**src/hw/rtl/htbrl_pkg.sv**
```systemverilog
// Shared types, constants and codes of the hashed token-bucket rate limiter.
`default_nettype none
package htbrl_pkg;

    // FNV-1a 32-bit hash
    localparam logic [31:0] FNV_BASIS = 32'd2166136261;
    localparam logic [31:0] FNV_PRIME = 32'd16777619;

    // Default parameter values
    localparam int TABLE_ENTRIES_DEF = 4096;
    localparam int ADDR_TEXT_BYTES_DEF = 64;

    // Reset values of the configuration registers
    localparam logic [7:0]  MAX_TOKENS_RST = 8'd3;
    localparam logic [15:0] REFILL_PERIOD_RST = 16'd2;
    localparam logic [15:0] ENTRY_TTL_RST = 16'd60;

    // Iterative divider: 32-bit dividend, divisor up to 17 bits, 4 bits a cycle
    localparam int DIVIDEND_W = 32;
    localparam int DIVISOR_W = 17;
    localparam int DIV_STEPS = 4;
    localparam int DIV_ITERS = DIVIDEND_W / DIV_STEPS;
    localparam int DIV_CNT_W = $clog2(DIV_ITERS);

    localparam int CFG_INDEX_W = 2;

    typedef enum logic [CFG_INDEX_W-1:0] {
        REG_MAX_TOKENS    = 2'd0,
        REG_REFILL_PERIOD = 2'd1,
        REG_ENTRY_TTL     = 2'd2
    } reg_index_t;

    typedef enum logic [2:0] {
        CAUSE_TAKEN     = 3'd0,
        CAUSE_RENEWED   = 3'd1,
        CAUSE_COLLISION = 3'd2,
        CAUSE_EMPTY     = 3'd3,
        CAUSE_TOO_LONG  = 3'd4
    } cause_t;

    typedef enum logic [3:0] {
        ST_CLEAR,
        ST_IDLE,
        ST_MOD,
        ST_META_RD,
        ST_META_CHK,
        ST_TXT_RD,
        ST_TXT_CHK,
        ST_RENEW,
        ST_WR_TEXT,
        ST_REFILL,
        ST_DIV_WAIT,
        ST_TAKE,
        ST_FINISH
    } state_t;

    // Status of the address front end
    typedef struct packed {
        logic [31:0] hash;
        logic        too_long;
    } front_status_t;

    // One table slot
    typedef struct packed {
        logic        occupied;
        logic [31:0] hash;
        logic [7:0]  tokens;
        logic [31:0] refill_time;
    } meta_t;

endpackage
`default_nettype wire

```
**src/hw/rtl/htbrl_hasher.sv**
```systemverilog
// Address front end: FNV-1a hash, character count and pending address text.
`default_nettype none
module htbrl_hasher #(
    parameter int ADDR_TEXT_BYTES = htbrl_pkg::ADDR_TEXT_BYTES_DEF
) (
    input  wire logic                                  aclk,
    input  wire logic                                  aresetn,
    input  wire logic                                  char_accept,
    input  wire logic [7:0]                            char_in,
    input  wire logic                                  clear,
    input  wire logic [$clog2((ADDR_TEXT_BYTES+7)/8)-1:0] rd_word_idx,
    output logic      [63:0]                           rd_word,
    output htbrl_pkg::front_status_t                   status
);
    localparam int TW = (ADDR_TEXT_BYTES + 7) / 8;
    localparam int WW = $clog2(TW);
    localparam int CW = $clog2(ADDR_TEXT_BYTES + 2);

    logic [31:0]     hash_reg;
    logic [31:0]     hash_next;
    logic [31:0]     mix;
    logic [CW-1:0]   count_reg;
    logic [7:0][7:0] pend_reg [TW];

    // Fold one character into the hash
    always_comb begin
        mix = hash_reg ^ {24'd0, char_in};
        hash_next = 32'(mix * htbrl_pkg::FNV_PRIME);
    end

    // Accumulate hash, count and text; drop characters past the buffer
    always_ff @(posedge aclk) begin
        if (!aresetn || clear) begin
            hash_reg <= htbrl_pkg::FNV_BASIS;
            count_reg <= '0;
            for (int k = 0; k < TW; k++) begin
                pend_reg[k] <= '0;
            end
        end else if (char_accept) begin
            hash_reg <= hash_next;
            if (count_reg < CW'(ADDR_TEXT_BYTES)) begin
                pend_reg[count_reg[WW+2:3]][count_reg[2:0]] <= char_in;
            end
            if (count_reg <= CW'(ADDR_TEXT_BYTES)) begin
                count_reg <= count_reg + CW'(1);
            end
        end
    end

    assign rd_word = pend_reg[rd_word_idx];
    assign status.hash = hash_reg;
    assign status.too_long = count_reg > CW'(ADDR_TEXT_BYTES);

endmodule
`default_nettype wire

```
**config.mk**
```make
export PLATFORM = sky130hd
export DESIGN_NAME = htbrl_hasher
export DESIGN_NICKNAME = d
export VERILOG_FILES = /design/src/hw/rtl/htbrl_pkg.sv /design/src/hw/rtl/htbrl_hasher.sv
export SDC_FILE = /design/constraint.sdc
export NUM_CORES = 1
export LEC_CHECK = 0
export CAP_MARGIN = 20
export CORE_ASPECT_RATIO = 0.6
export CORE_UTILIZATION = 40
export CTS_CLUSTER_DIAMETER = 50
export DETAILED_ROUTE_END_ITERATION = 12
export DONT_BUFFER_PORTS = 1
export RECOVER_POWER = 25
export SLEW_MARGIN = 20
export SYNTH_ARGS = -nofsm -noshare
export SYNTH_HDL_FRONTEND = slang
export SYNTH_SLANG_ARGS = --single-unit
```
**constraint.sdc**
```tcl
create_clock -name aclk -period 7.9 [get_ports aclk]
set_input_delay 1.185 -clock aclk [delete_from_list [all_inputs] [get_ports aclk]]
set_output_delay 1.185 -clock aclk [all_outputs]
set_load 0.01 [all_outputs]
```
==> results_dict.tcl <==
set metrics [dict create \
    path_clk_slew_ns 0.06 \
    die_y_um 215.6 \
    synth_area_sq_um 30400 \
    final_nets 2502 \
    cts_hold_buffers 0 \
    switching_share_pct 41.60 \
    critPathLaunchType "input pin" \
    post-synth-top-area-fraction_pct 50.57 \
    fin_skew_ns 0.03518 \
    insertion_delay_ns 0.65 \
    nFillCells 6587 \
    drt_first_pass_iters 5 \
    synth_nets 2513 \
    cts-root-buf "clkbuf_16" \
    wl_per_cell_um 23.55 \
    die_x_um 357.9 \
    grt_overflow 0 \
    seqCellArea_sq_um 16160 \
    via_count 17430 \
    intPower_mw 8.310 \
    end_kind "flop" \
    ys.warnings.count 0 \
    timing.fmax_ghz 0.1619 \
    start_util_pct 40.88 \
    slew_viol_final 116 \
    worst_pin_slew_ns 3.251 \
    post-dp-hpwl_mm 50.47 \
    multiInputGateArea_sq_um 13100 \
    cts_resized 0 \
    holdWs_ns 0.4978 \
    grt_max_degree 129 \
    wl_mm 76.93 \
    syn_to_final_growth_pct 9.967 \
    async_flop_share_pct 0 \
    worstSetupPathType "input pin to flop" \
    fin_setup_tns_ns 0 \
    antenna_found_initial 1 \
    powerDensity_nw_per_um2 425.6 \
    stdcell_count 3266 \
    utilization_pct 44.95 \
    cts_inserted_buffers 58 \
    crit_arrival_ns 6.53 \
    htreeDepth 2 \
    synth.avg_cell_area_sq_um 13.58 \
    crit_fanout 66 \
    cts_buffer_depth 3 \
    rows 77 \
    violations "capacitance limit, slew limit" \
    synthFlopType "edfxtp_1" \
    track_usage_pct 20.24 \
    design.portCount 112 \
    ir_drop_uv 680.5 \
    synth_xor_area_share_pct 1.584 \
    io_buffer_count 0 \
    antenna_left 0 \
    cts.sinks 551 \
    yosysSeqAreaShare_pct 53.14 \
    synth-edff-count 512 \
    synth_area_leaders "edfxtp_1, and2_1, mux4_2" \
    drive_above_1_share_pct 14.58 \
    synthCells 2239 \
    die-area_sq_um 77150 \
    core_area_sq_um 74380 \
    synthSimpleGateAreaFrac_pct 13.61 \
    pwr-share-comb_pct 56.0 \
    seqPwrFrac_pct 24.3 \
    synth.area.mux_share_pct 12.38 \
    rsz0062_at_grt "false" \
    gp_congestion 0.9191 \
    p_leak_nw 13.36 \
    slew_headroom_pct -116.8 \
    ys_types 58 \
    p_clk_share_pct 19.7 \
    drtIter0Drc 1615 \
    dp.cells 3155 \
    min_period_over_period_pct 78.18 \
    cts_tree "built" \
    grt_pass1_vias 17900 \
    max_cap_violations 3 \
    post_cts_buffers 0 \
    status "finished, violations left" \
    synth_compound_area_share_pct 3.074 \
    largest_register_ffs 512 \
    via_per_inst 5.337 \
    finalSetupViolations 0 \
    critical_path_required_ns 8.25 \
    finalHoldViolCount 0 \
    synth_top_family_by_area "simple AND/OR/NAND/NOR gates" \
    ys_seq_elements 551 \
    route.detailed.drc 0 \
    p_switching_mw 5.919 \
    synth_area_leader_cell "edfxtp_1" \
    holdCritPathClass "flop to flop" \
    synthAdderAreaFrac_pct 12.49 \
    period_minus_slack_ns 6.176 \
    grt_pass1_wl_mm 116.2 \
]
[cell type report]
class,count,area share [%]
sequential,551,48.32
tap,987,3.694
clock inverter,38,1.246
timing repair buffer,63,1.201
antenna,2,0.01497
clock buffer,71,4.551
multi-input combinational,1394,39.18
inverter,160,1.796
[through the flow]
stage                     worst slack (ns)  instance area, sq um  power (mW)
after global placement               1.503                 31580       11.22
final                                1.724                 33430       14.23
after floorplan                      1.901                 30400       9.558
after detailed placement             1.315                 31590       11.36
after CTS                            1.919                 33520       14.21
after global routing                 1.506                 33430       15.50
[kinds of logic after synthesis]
kind of cell | Yosys count
AO/OA/AOI/OAI | 157
XOR/XNOR | 55
adder cells (fa/ha/maj) | 259
buffers and inverters | 294
flip-flops | 551
multiplexers | 208
AND/OR/NAND/NOR | 715
[cell usage after synthesis (8+ instances only)]
| master | number |
|---|---|
| a21oi_1 | 26 |
| nand2_1 | 35 |
| mux4_2 | 128 |
| buf_2 | 12 |
| nand3_1 | 13 |
| nor2_1 | 106 |
| mux2i_1 | 16 |
| o21ai_0 | 89 |
| buf_1 | 12 |
| clkbuf_1 | 108 |
| nor3_1 | 8 |
| mux2_2 | 64 |
| ha_1 | 185 |
| edfxtp_1 | 512 |
| xnor2_1 | 35 |
| a21o_1 | 9 |
| dfxtp_1 | 39 |
| and2_1 | 516 |
| inv_1 | 159 |
| fa_1 | 74 |
| xor2_1 | 20 |
[layer usage]
metal	vias up	GRT usage, %	part of all wire (%)
li1	7927	-	-
met1	8932	30.86	48
met2	480	29.58	43
met3	93	4.034	6.8
met4	0	4.553	1.9
met5	-	0	0
[placed cells by master, fill, tap and decap left out, types with 8 or more instances in the layout]
cell type,instances
nand2_1,35
fa_1,74
nor2_1,107
ha_1,185
buf_4,44
inv_1,159
and2_1,433
xor2_1,20
o21ai_1,9
mux4_2,128
nand3_1,13
clkinv_1,15
clkbuf_1,31
mux2_2,64
and2_0,83
edfxtp_1,512
a21o_1,9
mux2i_1,16
nor3_1,8
xnor2_1,35
a21oi_1,26
o21ai_0,81
dfxtp_1,39
clkbuf_16,59
[worst paths after layout]
kind | end | startpoint | cells past startpoint | slack [ns]
worst max-delay path | hash_reg[31] | char_in[5] | 20 | 1.72
worst max register to register | hash_reg[31] | hash_reg[5] | 20 | 1.78
worst min-delay path | hash_reg[17] | hash_reg[17] | 2 | 0.50
worst min register to register | hash_reg[17] | hash_reg[17] | 2 | 0.50
[power groups by stage]
stage	Combinational, mW	Sequential (mW)	Clock [mW]
after floorplan	6.09	3.46	0
after global placement	7.71	3.52	0
after detailed placement	7.83	3.52	0
after CTS	7.90	3.46	2.85
after global routing	9.07	3.48	2.95
final	7.96	3.46	2.80
[critical path, stage by stage]
cell and delay (ns):
xor2_1 0.57, ha_1 0.36, ha_1 0.30, fa_1 0.46, ha_1 0.22, fa_1 0.43, ha_1 0.29, inv_1 0.05
fa_1 0.48, inv_1 0.05, ha_1 0.36, and3_1 0.22, o2111a_1 0.19, o31ai_2 0.10, a21o_1 0.26, o21ai_1 0.40
nor3_1 0.10, o21bai_1 0.21, xnor2_1 0.14, o211ai_1 0.09
Note: power is estimated with default switching activity, not from simulation.
