===== src/hw/rtl/htbrl_pkg.sv =====
// Shared types, constants and codes of the hashed token-bucket rate limiter.
`default_nettype none
package htbrl_pkg;

    // FNV-1a 32-bit hash
    localparam logic [31:0] FNV_BASIS = 32'd2166136261;
    localparam logic [31:0] FNV_PRIME = 32'd16777619;

    // Default parameter values
    localparam int TABLE_ENTRIES_DEF = 4096;
    localparam int ADDR_TEXT_BYTES_DEF = 64;

    // Reset values of the configuration registers
    localparam logic [7:0]  MAX_TOKENS_RST = 8'd3;
    localparam logic [15:0] REFILL_PERIOD_RST = 16'd2;
    localparam logic [15:0] ENTRY_TTL_RST = 16'd60;

    // Iterative divider: 32-bit dividend, divisor up to 17 bits, 4 bits a cycle
    localparam int DIVIDEND_W = 32;
    localparam int DIVISOR_W = 17;
    localparam int DIV_STEPS = 4;
    localparam int DIV_ITERS = DIVIDEND_W / DIV_STEPS;
    localparam int DIV_CNT_W = $clog2(DIV_ITERS);

    localparam int CFG_INDEX_W = 2;

    typedef enum logic [CFG_INDEX_W-1:0] {
        REG_MAX_TOKENS    = 2'd0,
        REG_REFILL_PERIOD = 2'd1,
        REG_ENTRY_TTL     = 2'd2
    } reg_index_t;

    typedef enum logic [2:0] {
        CAUSE_TAKEN     = 3'd0,
        CAUSE_RENEWED   = 3'd1,
        CAUSE_COLLISION = 3'd2,
        CAUSE_EMPTY     = 3'd3,
        CAUSE_TOO_LONG  = 3'd4
    } cause_t;

    typedef enum logic [3:0] {
        ST_CLEAR,
        ST_IDLE,
        ST_MOD,
        ST_META_RD,
        ST_META_CHK,
        ST_TXT_RD,
        ST_TXT_CHK,
        ST_RENEW,
        ST_WR_TEXT,
        ST_REFILL,
        ST_DIV_WAIT,
        ST_TAKE,
        ST_FINISH
    } state_t;

    // Status of the address front end
    typedef struct packed {
        logic [31:0] hash;
        logic        too_long;
    } front_status_t;

    // One table slot
    typedef struct packed {
        logic        occupied;
        logic [31:0] hash;
        logic [7:0]  tokens;
        logic [31:0] refill_time;
    } meta_t;

endpackage
`default_nettype wire


===== src/hw/rtl/htbrl_div.sv =====
// Iterative restoring divider, four quotient bits per cycle.
`default_nettype none
module htbrl_div (
    input  wire logic                                aclk,
    input  wire logic                                aresetn,
    input  wire logic                                start,
    input  wire logic [htbrl_pkg::DIVIDEND_W-1:0]    dividend,
    input  wire logic [htbrl_pkg::DIVISOR_W-1:0]     divisor,
    output logic                                     busy,
    output logic                                     done,
    output logic      [htbrl_pkg::DIVIDEND_W-1:0]    quotient
);
    localparam int NW = htbrl_pkg::DIVIDEND_W;
    localparam int DW = htbrl_pkg::DIVISOR_W;
    localparam int CNTW = htbrl_pkg::DIV_CNT_W;

    logic            busy_reg;
    logic            done_reg;
    logic [CNTW-1:0] cnt_reg;
    logic [NW-1:0]   dvd_reg;
    logic [NW-1:0]   quo_reg;
    logic [DW-1:0]   rem_reg;
    logic [DW-1:0]   dvs_reg;
    logic [NW-1:0]   dvd_next;
    logic [NW-1:0]   quo_next;
    logic [DW-1:0]   rem_next;

    // Shift in four dividend bits, subtract where the divisor fits
    always_comb begin
        logic [DW:0] trial;
        dvd_next = dvd_reg;
        quo_next = quo_reg;
        rem_next = rem_reg;
        trial = '0;
        for (int i = 0; i < htbrl_pkg::DIV_STEPS; i++) begin
            trial = {rem_next, dvd_next[NW-1]};
            dvd_next = {dvd_next[NW-2:0], 1'b0};
            if (trial >= {1'b0, dvs_reg}) begin
                trial = trial - {1'b0, dvs_reg};
                quo_next = {quo_next[NW-2:0], 1'b1};
            end else begin
                quo_next = {quo_next[NW-2:0], 1'b0};
            end
            rem_next = trial[DW-1:0];
        end
    end

    // Control
    always_ff @(posedge aclk) begin
        if (!aresetn) begin
            busy_reg <= 1'b0;
            done_reg <= 1'b0;
            cnt_reg <= '0;
        end else begin
            done_reg <= 1'b0;
            if (start) begin
                busy_reg <= 1'b1;
                cnt_reg <= '0;
            end else if (busy_reg) begin
                cnt_reg <= cnt_reg + CNTW'(1);
                if (cnt_reg == CNTW'(htbrl_pkg::DIV_ITERS - 1)) begin
                    busy_reg <= 1'b0;
                    done_reg <= 1'b1;
                end
            end
        end
    end

    // Datapath
    always_ff @(posedge aclk) begin
        if (start) begin
            dvd_reg <= dividend;
            dvs_reg <= divisor;
            quo_reg <= '0;
            rem_reg <= '0;
        end else if (busy_reg) begin
            dvd_reg <= dvd_next;
            quo_reg <= quo_next;
            rem_reg <= rem_next;
        end
    end

    assign busy = busy_reg;
    assign done = done_reg;
    assign quotient = quo_reg;

endmodule
`default_nettype wire


===== config.mk =====
export PLATFORM = sky130hd
export DESIGN_NAME = htbrl_div
export DESIGN_NICKNAME = d
export VERILOG_FILES = /design/src/hw/rtl/htbrl_pkg.sv /design/src/hw/rtl/htbrl_div.sv
export SDC_FILE = /design/constraint.sdc
export NUM_CORES = 1
export LEC_CHECK = 0
export BUFFER_PORTS_ARGS = -buffer_cell sky130_fd_sc_hd__buf_2
export CORE_MARGIN = 3
export CORE_UTILIZATION = 50
export CTS_CLUSTER_SIZE = 28
export DETAILED_ROUTE_END_ITERATION = 16
export MAX_ROUTING_LAYER = met4
export PLACE_DENSITY = 0.66
export SYNTH_ARGS = -nofsm -noshare
export SYNTH_HDL_FRONTEND = slang
export SYNTH_SLANG_ARGS = --single-unit

===== constraint.sdc =====
create_clock -name aclk -period 29.7 [get_ports aclk]
set_input_delay 5.94 -clock aclk [delete_from_list [all_inputs] [get_ports aclk]]
set_output_delay 5.94 -clock aclk [all_outputs]
set_load 0.02 [all_outputs]

==> reports/results.ini, run 1 <==
[outcome]
status=finished, final reports clean

[synthesis]
synthAdderAreaFrac_pct=11.5
synth-edff-count=49
post-synth-top-count-cell=nor2_1
synth_top_family_by_area=compound AO/OA/AOI/OAI gates
ys_types=81
syn_inst=910
synth_top_area_share_pct=17.7
synth-main-ff-cell=dfxtp_1
netlist_top_cells_count=78 x nor2_1, 70 x ha_1, 61 x a21oi_1, 59 x nand2_1, 54 x dfxtp_1
yosys_warnings=0
async_reset_ff_share_pct=0
synth_area_um2=8310
ys_ff_latch=103
synth_top_cell_by_area=edfxtp_1
synth-simple-area-share_pct=15.3
synth-seq-area-share_pct=30.7
synth_xor_area_share_pct=5.06
synth_area_leaders=edfxtp_1 18%, dfxtp_1 13%, ha_1 11%
syn_avg_cell_area_um2=9.13
synth_compound_area_share_pct=20.7
syn-num-nets=1036
synth.area.mux_share_pct=10.4

[clock_tree]
ctsHtreeMaxLevel=3
clk_latency_ps=350
clock_sinks=103
clockBufferDepth=2
cts_tree=built
clk_pin_slew_worst_paths_ps=70
numCtsBuffers=9
cts_setup_buffers=0
cts_resized=0
cts_root_buf=clkbuf_16
hold_buffers=0

[final_layout]
area_growth_pct=8.21
multiInputGateArea_um2=5240
diodes=0
drive_gt1_share_pct=18.4
seq_area_um2=2550
n_fill_cell=1443
nets=1079

[min_path]
min_path_cells=2
min_path_type=reg2reg

[route]
vias=6986
wire_per_inst_um=18.4
drcViolationCount=0
drt_wl_total_um=21600
ant_nets=0
vias_per_cell=5.95
drt_iter0_markers=753
drt_first_pass_iters=5

[critical_path]
reg2regPathDepth=37
critical_path.max_fanout=19
rrSetupSlack_ps=17990
cp-end-kind=flop
cp_num_cells=37
critical_path_class=reg2reg
slowest_delay_ps=770
cp_slowest_cell=a31o_1
crit_arrival_ps=11970
crit_buf_inv=2
worst_path_dominant_cell_family=compound AO/OA/AOI/OAI gates
worstPathRequired_ps=29960
cp-start-kind=flop

[floorplanning]
initial_core_util_pct=51.7
die_y_um=135
io_pins=86
die_w_um=135
die_area_um2=18200
coreArea_um2=16100
rows=46

[timing]
rsz0062_at_grt=no
finalSetupViolCount=0
drv_slew=0
clock_skew_ps=8.50
hold_violations=0
tightest_slew_ps=930
setup_slack_ps=17990
relSlewSlack_pct=38.0
fin_setup_tns_ps=0
period_share_pct=39.4
fmax_ghz=0.0854
period_minus_slack_ps=11710

[grt]
grt_overflow=0
grt_usage_pct=24.5
grt_max_degree=55
grt_pass1_wl_um=34700
first_global_vias=6774
antenna_found_initial=0

[placed_design]
globalplace.congestion=0.969
port_buffers=85
dp_hpwl_um=16700
dp_slack_ps=18220

[run]
cap_violations=0

==> cell type report <==
class | count | area share, %
Clock buffer | 12 | 2.98
Multi-Input combinational cell | 704 | 58.3
Timing Repair Buffer | 89 | 5.09
Sequential cell | 103 | 28.4
Inverter | 46 | 1.92
Clock inverter | 4 | 0.306
Tap cell | 216 | 3.01
==> logic make-up after synthesis <==
kind of cell,Yosys count
AO/OA/AOI/OAI,243
XOR/XNOR,48
adder cells (fa/ha/maj),74
buffers and inverters,103
flip-flops,103
multiplexers,79
AND/OR/NAND/NOR,260
==> per-stage QoR <==
step,hold WS (ps),std cells,utilization (%),cell area [µm²]
6_report,504,1174,56.0,8990
5_1_grt,538,1174,56.0,8990
4_1_cts,504,1174,56.0,8990
3_5_place_dp,485,1158,54.1,8690
3_3_place_gp,470,1158,54.1,8690
2_1_floorplan,465,910,-,8310
==> path summary, 6_finish.rpt <==
kind | startpoint | endpoint
worst max register to register | dvs_reg[12]$_DFFE_PP_ | rem_reg[15]$_SDFFE_PP0P_
worst min-delay path | cnt_reg[1]$_SDFFE_PP0P_ | cnt_reg[1]$_SDFFE_PP0P_
worst max-delay path | dvs_reg[12]$_DFFE_PP_ | rem_reg[15]$_SDFFE_PP0P_
worst min register to register | cnt_reg[1]$_SDFFE_PP0P_ | cnt_reg[1]$_SDFFE_PP0P_
==> placed cells by master, fill, tap and decap left out, types with 7 or more instances in the layout <==
master,instances
buf_2,84
nor2_1,78
ha_1,70
a21oi_1,61
nand2_1,59
dfxtp_1,53
edfxtp_1,49
inv_1,46
o21ai_0,45
mux2i_1,39
mux2_2,35
xnor2_1,31
a21o_1,24
nand3_1,17
xor2_1,17
and3_1,17
a211oi_1,12
nand2b_1,12
nor3_1,12
nor2b_1,10
clkbuf_16,10
nand4_1,9
or2_2,9
and2_1,9
nor4_1,7
or3_1,7
a41o_1,7
o31ai_1,7
==> layer usage <==
layer | track usage (%) | vias to the layer above | routed length [µm]
li1 | - | 3439 | -
met1 | 33.1 | 3271 | 10000
met2 | 38.7 | 241 | 9820
met3 | 3.02 | 35 | 1360
met4 | 7.75 | 0 | 409
met5 | - | - | 0
==> worst min-delay path: stages, from the launching register on <==
cell and delay [ps]:
dfxtp_1 330, mux2i_1 70, nor2_1 80
Power of run 1 is not shown: default switching activity piles up to over one toggle a cycle in this logic, so the estimate is an artifact.
==> inputs of run 2 (changes only) <==
--- a/config.mk
+++ b/config.mk
@@ -5,13 +5,14 @@
 export SDC_FILE = /design/constraint.sdc
 export NUM_CORES = 1
 export LEC_CHECK = 0
+export ABC_AREA = 1
 export BUFFER_PORTS_ARGS = -buffer_cell sky130_fd_sc_hd__buf_2
 export CORE_MARGIN = 3
 export CORE_UTILIZATION = 50
 export CTS_CLUSTER_SIZE = 28
 export DETAILED_ROUTE_END_ITERATION = 16
 export MAX_ROUTING_LAYER = met4
-export PLACE_DENSITY = 0.66
+export PLACE_DENSITY = 0.69
 export SYNTH_ARGS = -nofsm -noshare
 export SYNTH_HDL_FRONTEND = slang
 export SYNTH_SLANG_ARGS = --single-unit
==> constraint.sdc (replaced) <==
create_clock -name aclk -period 9.95 [get_ports aclk]
set_input_delay 1.99 -clock aclk [delete_from_list [all_inputs] [get_ports aclk]]
set_output_delay 1.99 -clock aclk [all_outputs]
set_load 0.02 [all_outputs]
==> reports/results.ini, run 2 <==
[outcome]
status=finished, final reports clean

[synthesis]
post-synth-top-count-cell=nand2_1
netlist_top_cells_count=377 x nand2_1, 154 x inv_1, 87 x nor2_1, 70 x ha_1, 66 x a21oi_1
async_reset_ff_share_pct=0
synth_top_cell_by_area=edfxtp_1
synth_area_leaders=edfxtp_1 18%, nand2_1 17%, dfxtp_1 13%
synth_area_um2=8210
synth-seq-area-share_pct=31.1
ys_types=46
syn_inst=1172
synth-main-ff-cell=dfxtp_1
yosys_warnings=0
syn-num-nets=1298
synth-edff-count=49
syn_avg_cell_area_um2=7.01
ys_ff_latch=103
synth_top_area_share_pct=17.9

[clock_tree]
cts_root_buf=clkbuf_16
clockBufferDepth=2
numCtsBuffers=9
clk_latency_ps=360
ctsHtreeMaxLevel=3
clock_sinks=103
cts_tree=built
clk_pin_slew_worst_paths_ps=80

[route]
ant_nets=0
drcViolationCount=0
drt_iter0_markers=559
drt_wl_total_um=22200
drt_first_pass_iters=5
vias_per_cell=5.24
wire_per_inst_um=15.5
vias=7523

[timing]
rsz0062_at_grt=no
setup_slack_ps=933
period_minus_slack_ps=9020
period_share_pct=90.6
fin_setup_tns_ps=0
fmax_ghz=0.111
drv_slew=0
relSlewSlack_pct=35.7
clock_skew_ps=15.6
hold_violations=0
finalSetupViolCount=0
tightest_slew_ps=963

[critical_path]
worst_path_dominant_cell_family=simple AND/OR/NAND/NOR gates
crit_buf_inv=6
cp-end-kind=flop
slowest_delay_ps=460
critical_path.max_fanout=27
cp_common_cell=nand2_1
worstPathRequired_ps=10160
crit_arrival_ps=9230
reg2regPathDepth=49
critical_path_class=reg2reg
cp_num_cells=49
cp-start-kind=flop
cp_slowest_cell=fa_1

[floorplanning]
rows=46
die_w_um=134
die_y_um=134
io_pins=86
initial_core_util_pct=51.3
coreArea_um2=16000
die_area_um2=18000

[grt]
grt_max_degree=65
grt_usage_pct=25.4
antenna_found_initial=0
grt_overflow=0
grt_pass1_wl_um=35600
first_global_vias=7069

[final_layout]
stdcell_count=1436
diodes=0
nets=1341
final_cell_mix=377 x nand2_1, 151 x inv_1, 87 x nor2_1
postLayoutCellArea_um2=8860
final_common_cell=nand2_1
drive_gt1_share_pct=12.0
area_growth_pct=7.88

[placed_design]
placed_cell_area_um2=8560
globalplace.congestion=0.995
dp_slack_ps=915
dp_hpwl_um=17300
dp_cells=1420
port_buffers=85

[run]
cap_violations=0

[min_path]
min_path_type=reg2reg
min_path_cells=2

## run 2: cell types whose count changed in the layout (fill, tap and decap cells not counted), moves of 16 or more
cell	change
nand2_2	+16
a21o_1	-19
nand3_1	+21
nand2_1	+318
inv_1	+105
o22ai_1	+24
o21ai_1	+23
mux2_2	-35
mux2i_1	-39
## run 2: area by class of cell
| class | count | area [µm²] |
|---|---|---|
| multi-input cells | 855 | 4700 |
| well taps | 216 | 270 |
| inverters | 158 | 601 |
| fillers | 1602 | 7140 |
| flip-flops and latches | 103 | 2550 |
| repair buffers | 88 | 448 |
| clock buffers | 9 | 225 |
| clock inverters | 7 | 65.1 |
## run 2: kinds of logic (layout without fill, tap and decap cells)
family / Yosys count / after routing / share of synthesized area (%)
compound gates: 188 / 188 / 12.8
xor+xnor: 43 / 43 / 4.59
fa+ha+maj: 74 / 74 / 11.6
buf+inv: 214 / 262 / 11.8
flops: 103 / 103 / 31.1
simple gates: 550 / 550 / 28.1
## run 2: final timing paths
kind | start | to | slack, ps
setup / recovery | dvs_reg[8]$_DFFE_PP_ | rem_reg[10]$_SDFFE_PP0P_ | 930
hold / removal | quotient[29]$_SDFFE_PP0P_ | quotient[29]$_SDFFE_PP0P_ | 460
setup reg to reg | dvs_reg[8]$_DFFE_PP_ | rem_reg[10]$_SDFFE_PP0P_ | 930
hold reg to reg | quotient[29]$_SDFFE_PP0P_ | quotient[29]$_SDFFE_PP0P_ | 460
## run 2: per-stage QoR
stage | hold WS, ps | utilization (%)
detailed placement | 439 | 53.5
global route | 488 | 55.4
CTS | 459 | 55.3
finish | 459 | 55.4
global placement | 432 | 53.5
floorplan | 444 | -
## run 2: worst min-delay path, stage by stage, from the launching register on
cell and delay, ps:
dfxtp_1 330, nand2_1 50, o21ai_0 50
## run 2: routing by layer
layer / up-vias / global-route usage, % / part of all wire, %
met5: - / - / 0
met4: 0 / 7.69 / 2.5
met3: 34 / 2.93 / 6.0
met2: 256 / 40.3 / 45
met1: 3392 / 34.6 / 46
li1: 3841 / - / -
## run 2: timing repair
action | 4_1_cts | 5_1_grt
endpoints found under the setup margin | 0 | 17
setup buffers | 0 | 0
hold buffers | 0 | 0
hold endpoints to repair | 0 | 0
gates resized for setup | 0 | 3
Power of run 2 is left out for the same reason.
==> inputs of run 3 (changes only) <==
--- a/config.mk
+++ b/config.mk
@@ -11,7 +11,6 @@
 export CORE_UTILIZATION = 50
 export CTS_CLUSTER_SIZE = 28
 export DETAILED_ROUTE_END_ITERATION = 16
-export MAX_ROUTING_LAYER = met4
 export PLACE_DENSITY = 0.69
 export SYNTH_ARGS = -nofsm -noshare
 export SYNTH_HDL_FRONTEND = slang
==> reports/results.ini, run 3 (synthesis gave the netlist of run 2 again) <==
[critical_path]
cp_slowest_cell=fa_1
crit_path_start=dvs_reg[9]$_DFFE_PP_
r2r-start=dvs_reg[9]$_DFFE_PP_
worstPathRequired_ps=10160
reg2reg_to=rem_reg[14]$_SDFFE_PP0P_
critical_path_class=reg2reg
reg2regPathDepth=49
cp_common_cell=nand2_1
crit_arrival_ps=9450
endpoint=rem_reg[14]$_SDFFE_PP0P_
cp-start-kind=flop
slowest_delay_ps=450
rrSetupSlack_ps=710
critical_path.max_fanout=27
cp-end-kind=flop

[timing]
finalSetupViolCount=0
drv_slew=0
relSlewSlack_pct=37.3
tightest_slew_ps=939
period_share_pct=92.8
rsz0062_at_grt=no
fmax_ghz=0.108
setup_slack_ps=713
fin_setup_tns_ps=0
clock_skew_ps=9.13
period_minus_slack_ps=9240
hold_violations=0

[placed_design]
port_buffers=85
dp_slack_ps=931
placed_cell_area_um2=8560
globalplace.congestion=0.963
dp_hpwl_um=17300

[final_layout]
area_growth_pct=8.23
diodes=0
nets=1342
postLayoutCellArea_um2=8890
final_cell_mix=377 x nand2_1, 151 x inv_1, 87 x nor2_1
drive_gt1_share_pct=12.0
n_fill_cell=1639
final_common_cell=nand2_1
utilization_pct=55.5

[clock_tree]
clk_pin_slew_worst_paths_ps=80
clk_latency_ps=350
cts_root_buf=clkbuf_16
ctsHtreeMaxLevel=3
cts_tree=built
clockBufferDepth=2
clock_sinks=103
numCtsBuffers=9

[route]
wire_per_inst_um=15.3
drt_wl_total_um=21900
drt_iter0_markers=608
vias=7528
vias_per_cell=5.24
drcViolationCount=0
ant_nets=0
drt_first_pass_iters=6

[floorplanning]
initial_core_util_pct=51.3
coreArea_um2=16000
die_y_um=134
die_area_um2=18000
rows=46
die_w_um=134
io_pins=86

[grt]
grt_usage_pct=24.6
antenna_found_initial=0
grt_pass1_wl_um=35800
grt_max_degree=65
grt_overflow=0
first_global_vias=7245

[min_path]
min_path_type=reg2reg

[outcome]
status=finished, final reports clean

[run]
cap_violations=0

run 3: cell count changes in the layout (fill, tap and decap cells not counted):
cell,before,now
a21oi_2,3,2
clkinv_2,1,0
clkinv_4,1,2
clkbuf_16,9,10
inv_4,2,0
inv_6,0,1
a21oi_1,65,66
buf_4,3,4
run 3: worst min path at each step:
| stage | start | to | depth (start not counted) |
|---|---|---|---|
| after floorplan | cnt_reg[1]$_SDFFE_PP0P_ | cnt_reg[1]$_SDFFE_PP0P_ | 2 |
| after global placement | quotient[31]$_SDFFE_PP0P_ | quotient[31]$_SDFFE_PP0P_ | 2 |
| after detailed placement | quotient[31]$_SDFFE_PP0P_ | quotient[31]$_SDFFE_PP0P_ | 2 |
| after CTS | quotient[29]$_SDFFE_PP0P_ | quotient[29]$_SDFFE_PP0P_ | 2 |
| after global routing | quotient[29]$_SDFFE_PP0P_ | quotient[29]$_SDFFE_PP0P_ | 2 |
| final | quotient[29]$_SDFFE_PP0P_ | quotient[29]$_SDFFE_PP0P_ | 2 |
run 3: layer usage:
metal	vias up	GRT usage, %	part of all wire (%)
li1	3842	-	-
met2	228	39.7	45
met4	0	9.39	3.4
met3	50	3.68	6.5
met1	3408	33.6	45
met5	-	0	0
run 3: timing repair:
| item | in CTS | in global routing |
|---|---|---|
| hold buffers | 0 | 0 |
| endpoints found under the setup margin | 0 | 5 |
| buffers inserted | 0 | 0 |
| gates resized for setup | 0 | 2 |
run 3: layout make-up:
cell class / count / area [µm²] / area share, %
clock buffer: 10 / 250 / 2.82
multi-input combinational: 855 / 4690 / 52.8
clock inverter: 6 / 65.1 / 0.732
timing repair buffer: 89 / 455 / 5.13
tap: 216 / 270 / 3.04
sequential: 103 / 2550 / 28.7
inverter: 158 / 601 / 6.76
run 3: critical path, delay by kind of cell, from the launching register on:
family,cells,cell delay (ps)
and+or+nand+nor,29,3910
DFF,1,340
buffers and inverters,6,1010
adders and majority gates,4,1640
AOI/OAI and AO/OA,10,2180
run 3: stage by stage:
step | hold slack (ps) | std cells
after floorplan | 444 | 1172
after global placement | 433 | 1421
after detailed placement | 454 | 1421
after CTS | 474 | 1437
after global routing | 499 | 1437
final | 464 | 1437
Power of run 3 is left out for the same reason.
